===== config.mk =====
export PLATFORM = sky130hd
export DESIGN_NAME = lifet_ctrl
export DESIGN_NICKNAME = d
export VERILOG_FILES = /design/src/hdl/lifet_pkg.sv /design/src/hdl/lifet_ctrl.sv
export SDC_FILE = /design/constraint.sdc
export NUM_CORES = 1
export LEC_CHECK = 0
export BUFFER_PORTS_ARGS = -buffer_cell sky130_fd_sc_hd__buf_2
export CAP_MARGIN = 30
export CORE_AREA = 2 2 39 41
export CTS_BUF_LIST = sky130_fd_sc_hd__clkbuf_8
export DETAILED_ROUTE_END_ITERATION = 8
export DIE_AREA = 0 0 41 43
export HOLD_SLACK_MARGIN = 0.02
export PLACE_DENSITY_LB_ADDON = 0.12
export RECOVER_POWER = 50
export SLEW_MARGIN = 20
export SYNTH_ARGS = -nofsm -noshare
export SYNTH_HDL_FRONTEND = slang
export SYNTH_SLANG_ARGS = --single-unit

===== constraint.sdc =====
create_clock -name clk_i -period 2 [get_ports clk_i]
set_input_delay 0.1 -clock clk_i [delete_from_list [all_inputs] [get_ports clk_i]]
set_output_delay 0.1 -clock clk_i [all_outputs]
set_load 0.01 [all_outputs]

===== src/hdl/lifet_pkg.sv =====
// Shared types and constants for the toroidal life automaton.
package lifet_pkg;

  localparam int MAX_ROWS_DEF = 64;
  localparam int MAX_COLS_DEF = 64;

  localparam int CFG_W    = 7;
  localparam int IDX_IN_W = 12;
  localparam int OP_W     = 2;

  localparam logic [CFG_W-1:0] ROWS_RST = 7'd64;
  localparam logic [CFG_W-1:0] COLS_RST = 7'd64;

  localparam logic REG_ROWS = 1'b0;
  localparam logic REG_COLS = 1'b1;

  localparam logic [OP_W-1:0] OP_WRITE  = 2'd0;
  localparam logic [OP_W-1:0] OP_STEP   = 2'd1;
  localparam logic [OP_W-1:0] OP_READ   = 2'd2;
  localparam logic [OP_W-1:0] OP_UNUSED = 2'd3;

  localparam logic [3:0] LIVE_BIRTH = 4'd3;
  localparam logic [3:0] LIVE_KEEP  = 4'd2;

  // one read per neighborhood cell, center at step 4, write-back at step 9
  localparam logic [3:0] STEP_CENTER = 4'd4;
  localparam logic [3:0] STEP_LAST   = 4'd9;

  localparam logic [1:0] SEL_PREV = 2'd0;
  localparam logic [1:0] SEL_SAME = 2'd1;
  localparam logic [1:0] SEL_NEXT = 2'd2;

  typedef struct packed {
    logic clear;
    logic accept;
    logic gen_start;
    logic gen_run;
    logic copy_start;
    logic copy_run;
    logic load_out;
  } dp_cmd_t;

  typedef struct packed {
    logic clear_done;
    logic gen_done;
    logic copy_done;
    logic out_free;
  } dp_sts_t;

endpackage


===== src/hdl/lifet_ctrl.sv =====
// Control state machine for the life automaton.
module lifet_ctrl (
  input  logic                         clk_i,
  input  logic                         rst_ni,
  input  logic                         s_tvalid_i,
  input  logic [lifet_pkg::OP_W-1:0]   op_i,
  output logic                         s_tready_o,
  input  lifet_pkg::dp_sts_t           sts_i,
  output lifet_pkg::dp_cmd_t           cmd_o
);

  typedef enum logic [2:0] {
    ST_CLEAR,
    ST_IDLE,
    ST_GEN,
    ST_COPY,
    ST_DONE
  } state_e;

  state_e state_q, state_d;
  logic   accept;

  assign s_tready_o = (state_q == ST_IDLE) && sts_i.out_free;
  assign accept     = s_tvalid_i && s_tready_o;

  always_comb begin
    state_d = state_q;
    cmd_o   = '0;
    unique case (state_q)
      ST_CLEAR: begin
        cmd_o.clear = 1'b1;
        if (sts_i.clear_done) begin
          state_d = ST_IDLE;
        end
      end
      ST_IDLE: begin
        if (accept) begin
          cmd_o.accept = 1'b1;
          if (op_i == lifet_pkg::OP_STEP) begin
            cmd_o.gen_start = 1'b1;
            state_d         = ST_GEN;
          end else begin
            state_d = ST_DONE;
          end
        end
      end
      ST_GEN: begin
        cmd_o.gen_run = 1'b1;
        if (sts_i.gen_done) begin
          cmd_o.copy_start = 1'b1;
          state_d          = ST_COPY;
        end
      end
      ST_COPY: begin
        cmd_o.copy_run = 1'b1;
        if (sts_i.copy_done) begin
          state_d = ST_DONE;
        end
      end
      ST_DONE: begin
        cmd_o.load_out = 1'b1;
        state_d        = ST_IDLE;
      end
      default: state_d = ST_IDLE;
    endcase
  end

  always_ff @(posedge clk_i or negedge rst_ni) begin
    if (!rst_ni) begin
      state_q <= ST_CLEAR;
    end else begin
      state_q <= state_d;
    end
  end

endmodule


==> results.sh <==
export IMPL_power_density_mw_per_mm2=1330
export IMPL_pre_cts_slack_ns=0.692
export IMPL_clk_latency_ns=0.21
export IMPL_antenna_found_initial=0
export IMPL_wl_per_cell_um=9.82
export IMPL_power_leakage_nw=0.198
export IMPL_status="finished, final reports clean"
export IMPL_largest_reg_flops=3
export IMPL_hold_viol_final=0
export IMPL_fillers=164
export IMPL_core_area_mm2=0.00138
export IMPL_synth_area_leaders="dfrtp_1 (29%), nor3b_1 (11%), nor2b_4 (5.2%), and3b_4 (4.8%), buf_6 (4.3%)"
export IMPL_cts_resized_gates=0
export IMPL_cts_setup_buffers=0
export IMPL_ys_seq_area_share_pct=28.6
export IMPL_top_register="state_q"
export IMPL_placement_rows=14
export IMPL_max_cap_violations=0
export IMPL_clock_path_buffers=2
export IMPL_cts_root_buf="clkbuf_8"
export IMPL_final_max_slew_viol_count=0
export IMPL_crit_type="flop to output port"
export IMPL_drive_gt1_share_pct=42.0
export IMPL_hold_path_cell_count=2
export IMPL_grt_overflow_total=0
export IMPL_finalCritPeriodShare_pct=75.9
export IMPL_syn_area_per_cell_um2=8.48
export IMPL_worst_pin_slew_ns=0.316
export IMPL_max_stage_delay_ns=0.50
export IMPL_grt_pass1_wl_um=952
export IMPL_synth_top_area_share_pct=28.6
export IMPL_drt_wl_total_um=648
export IMPL_crit_fanout=9
export IMPL_dieArea_mm2=0.00176
export IMPL_fin_nets=60
export IMPL_vias=273
export IMPL_syn_cell_area_um2=263
export IMPL_syn_inst=31
export IMPL_cp_end_kind="output port"
export IMPL_ant_nets=0
export IMPL_grt_pass1_vias=226
export IMPL_die_w_um=41
export IMPL_place_congestion=0.627
export IMPL_required_ns=1.90
export IMPL_vdd_ir_drop_max_uv=451
export IMPL_fin_crit_ns=1.52
export IMPL_setup_slack_ns=0.482
export IMPL_clock_skew_ns=0.00217
export IMPL_globalRouteTotalUtil_pct=8.25
export IMPL_min_path_type="input port to flop"
export IMPL_critPathLaunchType="flop"
export IMPL_worstRegToRegCells=5
export IMPL_cts_tree="done"
export IMPL_mostFrequentLayoutCells="buf_2 (13), nor3b_1 (4)"
export IMPL_firstDrtPassIters=2
export IMPL_clkTransAtPathRegs_ns=0.03
export IMPL_finalSetupViolCount=0
export IMPL_top_regs="state_q (3)"
export IMPL_io_pins=17
export IMPL_total_power_w=0.000530
export IMPL_cpMaxStageDelayCell="dfrtp_1"
export IMPL_drt_iter0_markers=4
export IMPL_finalSetupTns_ns=0
export IMPL_viasPerCell=4.14
export IMPL_start_util_pct=19.0
export IMPL_arrival_ns=1.42
export IMPL_io_buffers=16
export IMPL_area_growth_pct=51.4
export IMPL_grt_start_max_net_pins=13
export IMPL_antenna_cells=0
export IMPL_maxSlewHeadroom_pct=78.9
export IMPL_h_tree_depth=1
export IMPL_ys_ff_latch=3
export IMPL_synth_nets=40
export IMPL_synth_cell_types=22
export IMPL_drc_errors=0
export IMPL_fmax_mhz=659
export IMPL_utilization_pct=28.8
export IMPL_numCtsBuffers=3
export IMPL_die_h_um=43
export IMPL_synth_top_area_cell="dfrtp_1"
export IMPL_rsz0062_at_grt="no"
export IMPL_hpwl_um=480
export IMPL_holdBufCountCts=1
export IMPL_cts_sinks=3
export IMPL_path_cells="nor2b_4, and3b_4, nand2_2, nor2_1, buf_2"
export IMPL_final_common_cell="buf_2"
export IMPL_synth_warnings=0
-- metrics by stage --
step           hold slack, ns  instance area, um2  cells
2_1_floorplan          -0.196                 263     31
3_3_place_gp           -0.101                 347     61
3_5_place_dp           -0.101                 347     61
4_1_cts                 0.173                 402     66
5_1_grt                 0.182                 398     66
6_report                0.172                 398     66
-- worst max-delay path: cells and delay by family, from the launching register on --
family	cells	cell delay, ns
buffers and inverters	1	0.13
DFF	1	0.50
and+or+nand+nor	4	0.58
-- routing by layer --
layer,routed length (um),GRT usage [%],share of wire [%],up-vias
li1,-,-,-,144
met1,320,11.3,49,112
met2,252,10.0,39,17
met3,76,6.28,12,0
met4,0,2.00,0,0
met5,0,0,0,-
-- path summary, 6_finish.rpt --
path | from | to | slack, ns
max | state_q[0]$_DFFE_PN0P_ | cmd_o[4] | 0.48
min | sts_i[1] | state_q[2]$_DFFE_PN0P_ | 0.17
max reg2reg | state_q[0]$_DFFE_PN0P_ | state_q[2]$_DFFE_PN0P_ | 0.74
min reg2reg | state_q[2]$_DFFE_PN0P_ | state_q[1]$_DFFE_PN0P_ | 0.61
max in group asynchronous | rst_ni | state_q[1]$_DFFE_PN0P_ | 1.63
min in group asynchronous | rst_ni | state_q[0]$_DFFE_PN0P_ | 0.22
-- synthesized netlist by cell type --
master and number:
nor2_1 2, and3b_4 1, nand2b_1 1, nor2b_1 1, and2_2 1, nor3_1 1
dfrtp_1 3, a22o_1 1, o21ai_0 1, buf_2 1, mux2i_1 1, a21oi_1 2
nor2b_4 1, o211ai_1 1, or2_1 1, buf_6 1, inv_2 1, nor3b_1 4
nand2_2 1, nand2_1 3, a211oi_1 1, and2_1 1
-- kinds of logic (layout without fill, tap and decap cells) --
kind of cell | Yosys count | after routing | synth area share, %
AO/OA/AOI/OAI | 6 | 6 | 14.8
buffers and inverters | 3 | 22 | 7.62
flip-flops | 3 | 3 | 28.6
multiplexers | 1 | 1 | 3.81
AND/OR/NAND/NOR | 18 | 18 | 45.2
-- where the power goes --
part / total, W / switching (W) / leakage, nW / internal [W]
Clock: 0.000169 / 0.0000387 / 0.0269 / 0.000131
Sequential: 0.000145 / 0.0000606 / 0.0383 / 0.0000847
Combinational: 0.000215 / 0.0000951 / 0.133 / 0.000120
Total: 0.000530 / 0.000194 / 0.198 / 0.000335
-- final cells by class --
| cell class | count | area (um2) | area share (%) |
|---|---|---|---|
| tap | 16 | 20.0 | 5.03 |
| timing repair buffer | 17 | 86.3 | 21.7 |
| clock buffer | 3 | 41.3 | 10.4 |
| multi-input combinational | 25 | 168 | 42.1 |
| clock inverter | 1 | 3.75 | 0.943 |
| inverter | 1 | 3.75 | 0.943 |
| sequential | 3 | 75.1 | 18.9 |
No activity file was read; power rests on OpenSTA's default activity.
